**config.mk**
```make
export PLATFORM = sky130hd
export DESIGN_NAME = binary_template_match_count_unit
export DESIGN_NICKNAME = d
export VERILOG_FILES = /design/src/sv/btmc_pkg.sv /design/src/sv/btmc_front.sv /design/src/sv/btmc_engine.sv /design/src/sv/binary_template_match_count_unit.sv
export SDC_FILE = /design/constraint.sdc
export NUM_CORES = 2
export LEC_CHECK = 0
export ABC_AREA = 1
export BUFFER_PORTS_ARGS = -buffer_cell sky130_fd_sc_hd__buf_2
export CORE_MARGIN = 3
export CORE_UTILIZATION = 40
export CTS_CLUSTER_SIZE = 20
export DETAILED_ROUTE_END_ITERATION = 6
export PLACE_DENSITY = 0.56
export REMOVE_ABC_BUFFERS = 1
export SYNTH_ARGS = -nofsm -noshare
export SYNTH_HDL_FRONTEND = slang
export SYNTH_SLANG_ARGS = --single-unit
```
**constraint.sdc**
```tcl
create_clock -name clock -period 7.4 [get_ports clock]
set_input_delay 0.74 -clock clock [delete_from_list [all_inputs] [get_ports clock]]
set_output_delay 0.74 -clock clock [all_outputs]
set_load 0.01 [all_outputs]
```
**src/sv/btmc_pkg.sv**
```systemverilog
`timescale 1ns / 1ps

package btmc_pkg;

   localparam int ROW_BITS     = 64;
   localparam int PAT_BITS     = 20;
   localparam int WIDTH_BITS   = 7;
   localparam int COUNT_BITS   = 13;
   localparam int COUNT_MAX    = 4096;
   localparam int CSR_DATA_BITS = 20;

   localparam int IMG_W_DEFAULT    = 64;
   localparam int PAT_W_DEFAULT    = 20;
   localparam int PAT_H_DEFAULT    = 3;
   localparam int MAX_ROWS_DEFAULT = 64;

   localparam int QUEUE_DEPTH = 2;
   localparam int QPTR_BITS   = (QUEUE_DEPTH > 1) ? $clog2(QUEUE_DEPTH) : 1;
   localparam int QCNT_BITS   = $clog2(QUEUE_DEPTH + 1);

   localparam logic [WIDTH_BITS-1:0] ACTIVE_WIDTH_RESET = WIDTH_BITS'(64);

   typedef enum logic [1:0] {
      CSR_PATTERN_TOP,
      CSR_PATTERN_MID,
      CSR_PATTERN_BOTTOM,
      CSR_ACTIVE_WIDTH
   } csr_index_type;

   typedef struct packed {
      logic [ROW_BITS-1:0] row_pixels;
      logic                last_row;
   } req_payload_type;

   typedef struct packed {
      logic [COUNT_BITS-1:0] unmarked_count;
      logic [COUNT_BITS-1:0] match_count;
   } rsp_payload_type;

   typedef struct packed {
      logic [PAT_BITS-1:0]   pattern_row_top;
      logic [PAT_BITS-1:0]   pattern_row_mid;
      logic [PAT_BITS-1:0]   pattern_row_bottom;
      logic [WIDTH_BITS-1:0] active_width;
   } cfg_type;

   // One masked row waiting between the front and the back.
   typedef struct packed {
      logic [ROW_BITS-1:0] row;
      logic                last;
   } queue_item_type;

   typedef struct packed {
      logic           valid;
      queue_item_type item;
   } queue_out_type;

   function automatic logic [3:0] popcount8(input logic [7:0] v);
      logic [3:0] n;
      n = '0;
      for (int i = 0; i < 8; i++) begin
         n = n + 4'(v[i]);
      end
      return n;
   endfunction

   function automatic logic [COUNT_BITS-1:0] sat_add(input logic [COUNT_BITS-1:0] a,
                                                     input logic [3:0] b);
      logic [COUNT_BITS:0] s;
      s = {1'b0, a} + (COUNT_BITS + 1)'(b);
      if (s > (COUNT_BITS + 1)'(COUNT_MAX)) begin
         return COUNT_BITS'(COUNT_MAX);
      end
      return s[COUNT_BITS-1:0];
   endfunction

endpackage

```
**src/sv/btmc_front.sv**
```systemverilog
`timescale 1ns / 1ps

module btmc_front
   import btmc_pkg::*;
#(
   parameter int IMG_W = IMG_W_DEFAULT
) (
   input  logic                  clock,
   input  logic                  reset,
   input  logic                  req_valid,
   output logic                  req_ready,
   input  req_payload_type       req_payload,
   input  logic [WIDTH_BITS-1:0] active_width,
   input  logic                  q_pop,
   output queue_out_type         q_out
);

   localparam logic [WIDTH_BITS-1:0] IMG_W_V = WIDTH_BITS'(IMG_W);

   queue_item_type           mem_ff [QUEUE_DEPTH];
   logic [QPTR_BITS-1:0]     wr_ptr_ff, wr_ptr_in;
   logic [QPTR_BITS-1:0]     rd_ptr_ff, rd_ptr_in;
   logic [QCNT_BITS-1:0]     count_ff, count_in;
   logic [WIDTH_BITS-1:0]    eff_width;
   logic [ROW_BITS-1:0]      col_mask;
   queue_item_type           new_item;
   logic                     push;

   // Columns at or past the active width never enter the queue.
   always_comb begin
      eff_width = (active_width > IMG_W_V) ? IMG_W_V : active_width;
      for (int i = 0; i < ROW_BITS; i++) begin
         col_mask[i] = (WIDTH_BITS'(i) < eff_width);
      end
      new_item.row  = req_payload.row_pixels & col_mask;
      new_item.last = req_payload.last_row;
   end

   assign req_ready = (count_ff != QCNT_BITS'(QUEUE_DEPTH));
   assign push      = req_valid && req_ready;

   always_comb begin
      wr_ptr_in = wr_ptr_ff;
      rd_ptr_in = rd_ptr_ff;
      count_in  = count_ff;
      if (push) begin
         wr_ptr_in = (wr_ptr_ff == QPTR_BITS'(QUEUE_DEPTH - 1)) ? '0 : wr_ptr_ff + 1'b1;
      end
      if (q_pop) begin
         rd_ptr_in = (rd_ptr_ff == QPTR_BITS'(QUEUE_DEPTH - 1)) ? '0 : rd_ptr_ff + 1'b1;
      end
      if (push && !q_pop) begin
         count_in = count_ff + 1'b1;
      end else if (!push && q_pop) begin
         count_in = count_ff - 1'b1;
      end
   end

   always_ff @(posedge clock) begin
      if (reset) begin
         wr_ptr_ff <= '0;
         rd_ptr_ff <= '0;
         count_ff  <= '0;
      end else begin
         wr_ptr_ff <= wr_ptr_in;
         rd_ptr_ff <= rd_ptr_in;
         count_ff  <= count_in;
      end
   end

   always_ff @(posedge clock) begin
      if (push) begin
         mem_ff[wr_ptr_ff] <= new_item;
      end
   end

   assign q_out = {(count_ff != '0), mem_ff[rd_ptr_ff]};

endmodule

```
**src/sv/btmc_engine.sv**
```systemverilog
`timescale 1ns / 1ps

module btmc_engine
   import btmc_pkg::*;
#(
   parameter int IMG_W    = IMG_W_DEFAULT,
   parameter int PAT_W    = PAT_W_DEFAULT,
   parameter int PAT_H    = PAT_H_DEFAULT,
   parameter int MAX_ROWS = MAX_ROWS_DEFAULT
) (
   input  logic            clock,
   input  logic            reset,
   input  cfg_type         cfg,
   input  queue_out_type   q_out,
   output logic            q_pop,
   output logic            rsp_valid,
   input  logic            rsp_ready,
   output rsp_payload_type rsp_payload
);

   localparam int POS_W  = $clog2(IMG_W);
   localparam int ROWS_W = $clog2(MAX_ROWS + 1);
   localparam int DRN_W  = $clog2(PAT_H + 1);
   localparam int RET_W  = ((IMG_W + 7) / 8) * 8;

   localparam logic [WIDTH_BITS-1:0] IMG_W_V    = WIDTH_BITS'(IMG_W);
   localparam logic [WIDTH_BITS-1:0] PAT_W_V    = WIDTH_BITS'(PAT_W);
   localparam logic [ROWS_W+1:0]     PAT_H_V    = (ROWS_W + 2)'(PAT_H);
   localparam logic [ROWS_W-1:0]     MAX_ROWS_V = ROWS_W'(MAX_ROWS);
   localparam logic [DRN_W-1:0]      DRAIN_END  = DRN_W'(PAT_H);

   typedef enum logic [1:0] {
      ST_IDLE,
      ST_SCAN,
      ST_DRAIN,
      ST_DONE
   } state_type;

   state_type             state_ff, state_in;
   logic [IMG_W-1:0]      win_pix_ff [PAT_H];
   logic [IMG_W-1:0]      win_pix_in [PAT_H];
   logic [IMG_W-1:0]      win_mark_ff [PAT_H];
   logic [IMG_W-1:0]      win_mark_in [PAT_H];
   logic [IMG_W-1:0]      need_ff [PAT_H];
   logic [IMG_W-1:0]      need_in [PAT_H];
   logic [POS_W-1:0]      pos_ff, pos_in;
   logic [ROWS_W-1:0]     rows_ff, rows_in;
   logic [COUNT_BITS-1:0] unm_ff, unm_in;
   logic [COUNT_BITS-1:0] mat_ff, mat_in;
   logic [RET_W-1:0]      ret_ff, ret_in;
   logic [DRN_W-1:0]      drain_ff, drain_in;
   logic                  last_ff, last_in;
   logic                  rsp_valid_ff, rsp_valid_in;
   rsp_payload_type       rsp_ff, rsp_in;

   logic [WIDTH_BITS-1:0] eff_width;
   logic [WIDTH_BITS-1:0] last_pos;
   logic                  scan_ok;
   logic                  hit;
   logic [PAT_BITS-1:0]   pat_mask;
   logic [PAT_BITS-1:0]   pat_row [PAT_H];

   always_comb begin
      eff_width = (cfg.active_width > IMG_W_V) ? IMG_W_V : cfg.active_width;
      scan_ok   = (eff_width >= PAT_W_V);
      last_pos  = eff_width - PAT_W_V;
      for (int i = 0; i < PAT_BITS; i++) begin
         pat_mask[i] = (i < PAT_W);
      end
      for (int j = 0; j < PAT_H; j++) begin
         case (j)
            0:       pat_row[j] = cfg.pattern_row_top & pat_mask;
            1:       pat_row[j] = cfg.pattern_row_mid & pat_mask;
            default: pat_row[j] = cfg.pattern_row_bottom & pat_mask;
         endcase
      end
      // A position hits when every required pixel is set and still unmarked.
      hit = 1'b1;
      for (int j = 0; j < PAT_H; j++) begin
         if ((need_ff[j] & ~(win_pix_ff[j] & ~win_mark_ff[j])) != '0) begin
            hit = 1'b0;
         end
      end
   end

   always_comb begin
      state_in     = state_ff;
      win_pix_in   = win_pix_ff;
      win_mark_in  = win_mark_ff;
      need_in      = need_ff;
      pos_in       = pos_ff;
      rows_in      = rows_ff;
      mat_in       = mat_ff;
      drain_in     = drain_ff;
      last_in      = last_ff;
      rsp_in       = rsp_ff;
      rsp_valid_in = rsp_valid_ff;
      q_pop        = 1'b0;

      // Retire counter: one byte of the retired row per cycle.
      ret_in = ret_ff >> 8;
      unm_in = sat_add(unm_ff, popcount8(ret_ff[7:0]));

      if (rsp_valid_ff && rsp_ready) begin
         rsp_valid_in = 1'b0;
      end

      case (state_ff)
         ST_IDLE: begin
            if (q_out.valid && (ret_ff == '0)) begin
               q_pop   = 1'b1;
               last_in = q_out.item.last;
               if ({2'b00, rows_ff} >= PAT_H_V) begin
                  ret_in = RET_W'(win_pix_ff[0] & ~win_mark_ff[0]);
               end
               for (int j = 0; j < PAT_H - 1; j++) begin
                  win_pix_in[j]  = win_pix_ff[j+1];
                  win_mark_in[j] = win_mark_ff[j+1];
               end
               win_pix_in[PAT_H-1]  = q_out.item.row[IMG_W-1:0];
               win_mark_in[PAT_H-1] = '0;
               if (rows_ff < MAX_ROWS_V) begin
                  rows_in = rows_ff + 1'b1;
               end
               for (int j = 0; j < PAT_H; j++) begin
                  need_in[j] = IMG_W'(pat_row[j]);
               end
               pos_in   = '0;
               drain_in = '0;
               if (({2'b00, rows_in} >= PAT_H_V) && scan_ok) begin
                  state_in = ST_SCAN;
               end else if (q_out.item.last) begin
                  state_in = ST_DRAIN;
               end
            end
         end
         ST_SCAN: begin
            if (hit) begin
               for (int j = 0; j < PAT_H; j++) begin
                  win_mark_in[j] = win_mark_ff[j] | need_ff[j];
               end
               mat_in = sat_add(mat_ff, 4'd1);
            end
            for (int j = 0; j < PAT_H; j++) begin
               need_in[j] = need_ff[j] << 1;
            end
            pos_in = pos_ff + 1'b1;
            if (WIDTH_BITS'(pos_ff) == last_pos) begin
               state_in = last_ff ? ST_DRAIN : ST_IDLE;
            end
         end
         ST_DRAIN: begin
            // Feed each held row through the retire counter, oldest first.
            if (ret_ff == '0) begin
               if (drain_ff == DRAIN_END) begin
                  state_in = ST_DONE;
               end else begin
                  ret_in = RET_W'(win_pix_ff[0] & ~win_mark_ff[0]);
                  for (int j = 0; j < PAT_H - 1; j++) begin
                     win_pix_in[j]  = win_pix_ff[j+1];
                     win_mark_in[j] = win_mark_ff[j+1];
                  end
                  win_pix_in[PAT_H-1]  = '0;
                  win_mark_in[PAT_H-1] = '0;
                  drain_in = drain_ff + 1'b1;
               end
            end
         end
         ST_DONE: begin
            if (!rsp_valid_ff || rsp_ready) begin
               rsp_in.unmarked_count = unm_ff;
               rsp_in.match_count    = mat_ff;
               rsp_valid_in          = 1'b1;
               for (int j = 0; j < PAT_H; j++) begin
                  win_pix_in[j]  = '0;
                  win_mark_in[j] = '0;
               end
               rows_in  = '0;
               unm_in   = '0;
               mat_in   = '0;
               state_in = ST_IDLE;
            end
         end
         default: begin
            state_in = ST_IDLE;
         end
      endcase
   end

   always_ff @(posedge clock) begin
      if (reset) begin
         state_ff     <= ST_IDLE;
         rows_ff      <= '0;
         unm_ff       <= '0;
         mat_ff       <= '0;
         ret_ff       <= '0;
         rsp_valid_ff <= 1'b0;
         for (int j = 0; j < PAT_H; j++) begin
            win_pix_ff[j]  <= '0;
            win_mark_ff[j] <= '0;
         end
      end else begin
         state_ff     <= state_in;
         rows_ff      <= rows_in;
         unm_ff       <= unm_in;
         mat_ff       <= mat_in;
         ret_ff       <= ret_in;
         rsp_valid_ff <= rsp_valid_in;
         win_pix_ff   <= win_pix_in;
         win_mark_ff  <= win_mark_in;
      end
      need_ff  <= need_in;
      pos_ff   <= pos_in;
      drain_ff <= drain_in;
      last_ff  <= last_in;
      rsp_ff   <= rsp_in;
   end

   assign rsp_valid   = rsp_valid_ff;
   assign rsp_payload = rsp_ff;

endmodule

```
**src/sv/binary_template_match_count_unit.sv**
```systemverilog
`timescale 1ns / 1ps

// Binary template match counter.
// The req channel carries one image row per transaction (bit i is column i) with
// last_row set on the final row. The rsp channel carries one transaction per image:
// the count of set pixels never covered by a match and the count of matches, both
// saturating at 4096. The csr port writes the three pattern rows and the active
// width; write it only while the block is idle.
// A row enters a two-entry queue in the cycle it is accepted. The scan engine then
// takes the row and tests one window position per cycle, min(active_width, IMG_W)
// - PAT_W + 1 positions (45 at the defaults). When no positions are scanned, the
// byte-serial counter of the retired row sets the pace. After the last row the
// PAT_H held rows are counted, oldest first, and then the result is registered.
// Reset returns the registers to their defaults and clears the window, marks and
// totals at once; no clearing pass is needed.
// A stalled rsp receiver holds the result in the output register while the next
// image is processed; the engine waits only when a second result is ready, and
// req_ready drops once the queue is full.

module binary_template_match_count_unit
   import btmc_pkg::*;
#(
   parameter int IMG_W    = IMG_W_DEFAULT,
   parameter int PAT_W    = PAT_W_DEFAULT,
   parameter int PAT_H    = PAT_H_DEFAULT,
   parameter int MAX_ROWS = MAX_ROWS_DEFAULT
) (
   input  logic                     clock,
   input  logic                     reset,
   input  logic                     req_valid,
   output logic                     req_ready,
   input  req_payload_type          req_payload,
   output logic                     rsp_valid,
   input  logic                     rsp_ready,
   output rsp_payload_type          rsp_payload,
   input  logic                     csr_wr_en,
   input  csr_index_type            csr_index,
   input  logic [CSR_DATA_BITS-1:0] csr_wdata
);

   cfg_type       cfg_ff, cfg_in;
   queue_out_type q_out;
   logic          q_pop;

   // Configuration registers, each keeping only its own width of the write data.
   always_comb begin
      cfg_in = cfg_ff;
      if (csr_wr_en) begin
         case (csr_index)
            CSR_PATTERN_TOP:    cfg_in.pattern_row_top    = csr_wdata[PAT_BITS-1:0];
            CSR_PATTERN_MID:    cfg_in.pattern_row_mid    = csr_wdata[PAT_BITS-1:0];
            CSR_PATTERN_BOTTOM: cfg_in.pattern_row_bottom = csr_wdata[PAT_BITS-1:0];
            CSR_ACTIVE_WIDTH:   cfg_in.active_width       = csr_wdata[WIDTH_BITS-1:0];
            default:            cfg_in = cfg_ff;
         endcase
      end
   end

   always_ff @(posedge clock) begin
      if (reset) begin
         cfg_ff.pattern_row_top    <= '0;
         cfg_ff.pattern_row_mid    <= '0;
         cfg_ff.pattern_row_bottom <= '0;
         cfg_ff.active_width       <= ACTIVE_WIDTH_RESET;
      end else begin
         cfg_ff <= cfg_in;
      end
   end

   // The front masks each row to the active width and queues it.
   btmc_front #(
      .IMG_W(IMG_W)
   ) u_front (
      .clock       (clock),
      .reset       (reset),
      .req_valid   (req_valid),
      .req_ready   (req_ready),
      .req_payload (req_payload),
      .active_width(cfg_ff.active_width),
      .q_pop       (q_pop),
      .q_out       (q_out)
   );

   // The engine slides the window, scans positions in order and keeps the totals.
   btmc_engine #(
      .IMG_W   (IMG_W),
      .PAT_W   (PAT_W),
      .PAT_H   (PAT_H),
      .MAX_ROWS(MAX_ROWS)
   ) u_engine (
      .clock      (clock),
      .reset      (reset),
      .cfg        (cfg_ff),
      .q_out      (q_out),
      .q_pop      (q_pop),
      .rsp_valid  (rsp_valid),
      .rsp_ready  (rsp_ready),
      .rsp_payload(rsp_payload)
   );

`ifndef ASSERT_OFF
   // The engine never takes a row from an empty queue.
   a_pop_needs_item: assert property (@(posedge clock) disable iff (reset)
      q_pop |-> q_out.valid)
      else $error("row taken from an empty queue");

   // Back pressure on req means the queue holds rows for the engine.
   a_full_has_item: assert property (@(posedge clock) disable iff (reset)
      !req_ready |-> q_out.valid)
      else $error("req stalled with an empty queue");

   // Saturated totals never exceed the ceiling.
   a_counts_saturate: assert property (@(posedge clock) disable iff (reset)
      rsp_valid |-> (rsp_payload.unmarked_count <= COUNT_BITS'(COUNT_MAX)) &&
                    (rsp_payload.match_count <= COUNT_BITS'(COUNT_MAX)))
      else $error("result count above the saturation limit");
`endif

endmodule

```
Yosys cells after proc, flatten, opt, wreduce, memory -nomap -nowiden
Memory sizes are Yosys's and may differ from the RTL's. A register that Yosys moved wholly into a read port is not among the register bits. Index checks and enable logic that the tools add are counted.

Bits in registers: 782. Memory bits (writable): 130. Input port bits: 92. Output and inout bits: 28. Logic and storage cells: 253. Memories kept: 1.

Memories: u_front.mem_ff (words 2, bits a word 65, rd ports 1, clocked after memory_dff 1, wr ports 1, line btmc_front.sv:20) `queue_item_type mem_ff [QUEUE_DEPTH];`.

$add $sub $neg: 17. $lt $le $gt $ge: 71. Equal/unequal tests: 17. Muxes and demuxes: 68. Bitwise operators: 16. Reduce and logical (&&, ||, !) cells: 36.

Operator list (count): $mux W192 (9); $pmux W192 S4 (1); $pmux W192 S3 (1); $and A64 B64 Y64 (7); $not A64 Y64 (6); $pmux W192 S2 (1); $mux W64 (4); $lt A6 B7 Y1 const A (32); $or A64 B64 Y64 (3); $reduce_bool A64 Y1 (3); $pmux W64 S2 (1); $lt A5 B7 Y1 const A (16); $mux W13 (8); $logic_not A64 Y1 (1); $lt A4 B7 Y1 const A (8); $mux W7 (6); $gt A14 B13 Y1 const B (2); $lt A3 B7 Y1 const A (4); $mux W2 (13); $pmux W13 S2 (1); $add A4 B1 Y4 (6); $mux W1 (18); $add A13 B1 Y14 const B (1); $add A13 B4 Y14 (1); 35 further kinds (72).

Depth between registers and ports, before layout
Word-level depth: 13. Gate-level depth with buffers: 24. Depth with buffers taken out: 23.

Hierarchy
From an unflattened synthesis, not the netlist that was laid out.

Cells, all modules: 5480. Area total of the unflattened synthesis: 41910.2 um^2.

Modules (own cells, without submodules): btmc_engine (times used 1, cells an instance 4635, area each 33368.3 um^2, seq. area each 16505.8 um^2); btmc_front (times used 1, cells an instance 412, area each 5749.3 um^2, seq. area each 4003.8 um^2); binary_template_match_count_unit (times used 1, cells an instance 433, area each 2792.7 um^2, seq. area each 1341.3 um^2).

Worst setup path before layout
Ideal clock, no wire load.

Kind: register to register. Start: reg u_engine.state_ff[0]. End: reg u_engine.need_ff[0] in the netlist's numbering, enable pin. Library setup time: 1575 ps. Arrival: 4817 ps. Data required time: 5825 ps. Setup slack: 1008 ps. Stages on the path, launching flop included: 9. Path buffers: 4. Clock period less this slack: 6392 ps. Cells stage by stage: dfxtp_1 -> buf_2 -> inv_1 -> nor2_1 -> inv_2 -> clkbuf_1 -> clkbuf_1 -> clkbuf_1 -> nand2_1.

Word-level cells in the longest chain between the ends: 3. Elaborated cells between the ends (all ways): 5.

RTL lines: start: declaration (line btmc_engine.sv:39) `state_type state_ff, state_in;`; start signal: assignment (line btmc_engine.sv:203) `state_ff <= state_in;`; $eq A2 B1 Y1 / $logic_not A2 Y1 (equally long branches) (line btmc_engine.sv:108) `case (state_ff)`; $reduce_bool A2 Y1 (no line) / $ne A2 B1 Y1 (equally long branches); $reduce_and A2 Y1 (no line) (*); end signal: assignment (line btmc_engine.sv:212) `need_ff <= need_in;`; end: declaration (line btmc_engine.sv:44) `logic [IMG_W-1:0] need_ff [PAT_H];`.

Every way passes the cells marked *; elsewhere a longest branch is shown, timed or not. A chain may end at the register's enable or synchronous reset.

Final worst setup path
Start: reg u_engine.ret_ff[1]. End: reg u_engine.unm_ff[10].

Word-level cells in the longest chain between the ends: 13.

RTL lines: start: declaration (line btmc_engine.sv:50) `logic [RET_W-1:0] ret_ff, ret_in;`; start signal: assignment (line btmc_engine.sv:207) `ret_ff <= ret_in;`; $add A1 B1 Y2 (*) (line btmc_pkg.sv:62) `n = n + 4'(v[i]);`; $add A4 B1 Y4 (*) (6 in a row) (line btmc_pkg.sv:62); $add A13 B4 Y14 (*) (line btmc_pkg.sv:70) `s = {1'b0, a} + (COUNT_BITS + 1)'(b);`; $gt A14 B13 Y1 (line btmc_pkg.sv:71) `if (s > (COUNT_BITS + 1)'(COUNT_MAX)) begin`; $mux W1 (line btmc_pkg.sv:71); $mux W13 (*) (line btmc_pkg.sv:74) `return s[COUNT_BITS-1:0];`; $mux W13 (line btmc_engine.sv:170) `if (!rsp_valid_ff || rsp_ready) begin`; $mux W13 (*) (line btmc_engine.sv:108); end signal: assignment (line btmc_engine.sv:205) `unm_ff <= unm_in;`; end: declaration (line btmc_engine.sv:48) `logic [COUNT_BITS-1:0] unm_ff, unm_in;`.

Marks and branches as above.

==> metrics.txt <==
outcome=completed; I/O Buffers=119; RePlAce Congestion=0.854; Warnings, synthesis=0; most common cell after layout, fill and taps aside=nand2_1; post-synthesis register bit count=913; maximum VDD drop=0.000887 V; DRC=0; setup slack at placement=2.81 ns; compound-gate portion of the synthesized area=between 10% and 20%; gr usage total=23.2%; Routed wire per std cell=18.7 um; Die X=328 um; mean area per synthesized cell=roughly 7.7 um^2; final hold vios=0; Synth Area in Adders=0.695%; Clock Skew=around 0.051 ns; TritonCTS Buffers=a little over 100; starting density of the core=40.5%; CTS Sinks=913; CTS Hold Buffers Added=0; power density over cell area=491 mW/mm^2; Tmin final=4.59 ns; sequential area share after synthesis=52.8%; Util after Layout=between 40% and 50%; Simple-Gate Fraction of Synth Area=23.9%; startpoint types=register; Layout area overhead=11.8%; CTS resizes=0; initial antenna violation count=8; CTS clk-pin slew, worst paths=0.06 ns; number of global-route vias before repair=32298; fin. max-slew vios=0; crit end category=register; row count=117; I/O pins=120; First-pass DRT Iterations=5; Placement Cell Area=0.0429 mm^2; DP Cell Count=between 6000 and 7000; unrepaired setup endpoints after global routing=false; Ant. Diodes=0; core area=0.102 mm^2; Routed Antenna Nets=0; crit-path max FO=12; Clock Latency Late Sink=0.70 ns; grt met1 use=34.1%; # setup viols final=0; Fillers=10367; global routing's busiest layer=met2; Synth Area in XOR/XNOR=less than 1%; share of post-route cells with drive strength above 1=6.19%; CTS Root Cell=clkbuf_16; met2 usage=between 30% and 40%; most frequent cells in the layout=nand2_1, nor2_1, inv_1, a21oi_1, dfxtp_1; Final #Nets=5434; critical path class=reg -> reg; Mapped Cells=5366; Overflow after GRT=0; worst setup margin=2.81 ns; crit-path cells=inv_1 > ha_1 > inv_1 > fa_1 > fa_1 > fa_1 > fa_1 > xnor2_1 > ha_1 > nand3_1 > nand2_1 > nand2_1 > nor2_1 > inv_1 > nor2_1 > xor2_1 > nor2_1 > nand3_1 > nand2_1 > nand2_1 > nor2_1; setup repair bufs after CTS=0; Slew HR=between 20% and 30%; DP HPWL=78.6 mm; total die area=0.107 mm^2; largest net degree at the start of global routing=197; setup_tns=0 ns; Detailed Route Iter0 Violations=3255; fin cells=6778; CP required=7.94 ns; Final period util=62.0%; clk buf depth=3; synthesized cell area=0.0414 mm^2; via count=35138; post-synthesis mux area share=0%; Die Span Y=roughly 330 um; global-route wire length before repair=195 mm; Worst Tran Pin Value=1.11 ns; CTS tree=done; slowest stage delay, CP=0.52 ns; Critical Path AT=5.13 ns; largest family of logic cells by synthesized area=simple AND/OR/NAND/NOR gates; Netlist cell types=40; fin area=0.0463 mm^2; htree depth=3; HP Class=in -> reg; leak pwr=18.6 nW; vias per inst=5.18; Final Routed Wirelength=around 130 mm; critical path's slowest cell=fa_1; max_cap viols=0; GR met3 Demand/Resource=3.27%; Fmax=218 MHz
-- flip-flops by register name, summed over array words and instances (netlist names), 2 cells and up, named ones only --
register,cells
cfg_ff,67
u_engine.drain_ff,2
u_engine.mat_ff,13
u_engine.need_ff,192
u_engine.pos_ff,6
u_engine.ret_ff,64
u_engine.rows_ff,7
u_engine.rsp_payload,26
u_engine.state_ff,2
u_engine.unm_ff,13
u_engine.win_mark_ff,192
u_engine.win_pix_ff,192
u_front.count_ff,2
u_front.mem_ff,130
-- stage by stage --
stage	total power, mW	hold WS (ns)
final	22.7	0.296
after global placement	17.5	0.434
after floorplan	13.9	0.412
after CTS	22.8	0.245
after detailed placement	17.6	0.440
after global routing	24.4	0.266
-- area by class of cell --
| class | count | area (um^2) | share of cell area [%] |
|---|---|---|---|
| flip-flops and latches | 913 | 21900 | 47.2 |
| multi-input cells | 3500 | 15900 | 34.3 |
| well taps | 1368 | 1710 | 3.70 |
| inverters | 644 | 2430 | 5.26 |
| repair buffers | 162 | 1010 | 2.19 |
| clock buffers | 146 | 2830 | 6.11 |
| clock inverters | 45 | 566 | 1.22 |
-- Yosys cell counts, drive strengths merged --
master	number	area [um^2]
nand2	1080	4060
nor2	836	3160
inv	636	2390
a21oi	610	3050
dfxtp	556	11100
nand3	439	2210
edfxtp	357	10700
o21ai	323	1630
clkbuf	163	612
buf	146	719
o31ai	63	473
nand4	42	269
o211ai	27	203
nand3b	16	120
ha	15	188
xor2	9	78.8
clkinv	8	30.0
a21boi	7	52.6
nor3	6	30.0
xnor2	6	52.6
a41oi	5	43.8
fa	5	100
o21a	5	37.5
nor4	3	18.8
a31oi	1	6.26
and2	1	6.26
or2	1	6.26
-- per-layer routing --
layer / wire length, um / part of all wire (%)
met1: 60300 / 48
met2: 55000 / 44
met3: 7680 / 6.1
met4: 3480 / 2.7
met5: 13 / 0.010
-- final timing paths --
check / start / to / slack [ns] / cells past startpoint
worst min register to register: cfg_ff[12]$_SDFFE_PP0P_ / cfg_ff[12]$_SDFFE_PP0P_ / 0.45 / 2
worst max-delay path: u_engine.ret_ff[1]$_SDFF_PP0_ / u_engine.unm_ff[10]$_SDFF_PP0_ / 2.81 / 21
worst max register to register: u_engine.ret_ff[1]$_SDFF_PP0_ / u_engine.unm_ff[10]$_SDFF_PP0_ / 2.81 / 21
worst min-delay path: csr_wdata[10] / cfg_ff[37]$_SDFFE_PP0P_ / 0.30 / 3
-- worst max-delay path: cells and delay by family, from the launching register on --
| family | cells | cell delay (ns) |
|---|---|---|
| AND/OR/NAND/NOR | 10 | 1.12 |
| flip-flops | 1 | 0.33 |
| buffers and inverters | 3 | 0.18 |
| adder cells (fa/ha/maj) | 6 | 2.50 |
| XOR/XNOR | 2 | 0.34 |
-- where the power goes --
part	total [mW]	switching [mW]	internal [mW]
registers	7.73	0.810	6.92
clock network	5.14	2.12	3.02
logic	9.85	7.09	2.76
total	22.7	10.0	12.7
-- cells by family after synthesis --
group | after synthesis
AND/OR/NAND/NOR | 2424
buffers and inverters | 953
AO/OA/AOI/OAI | 1041
XOR/XNOR | 15
flip-flops | 913
adder cells (fa/ha/maj) | 20
(Power assumes the default switching activity.)
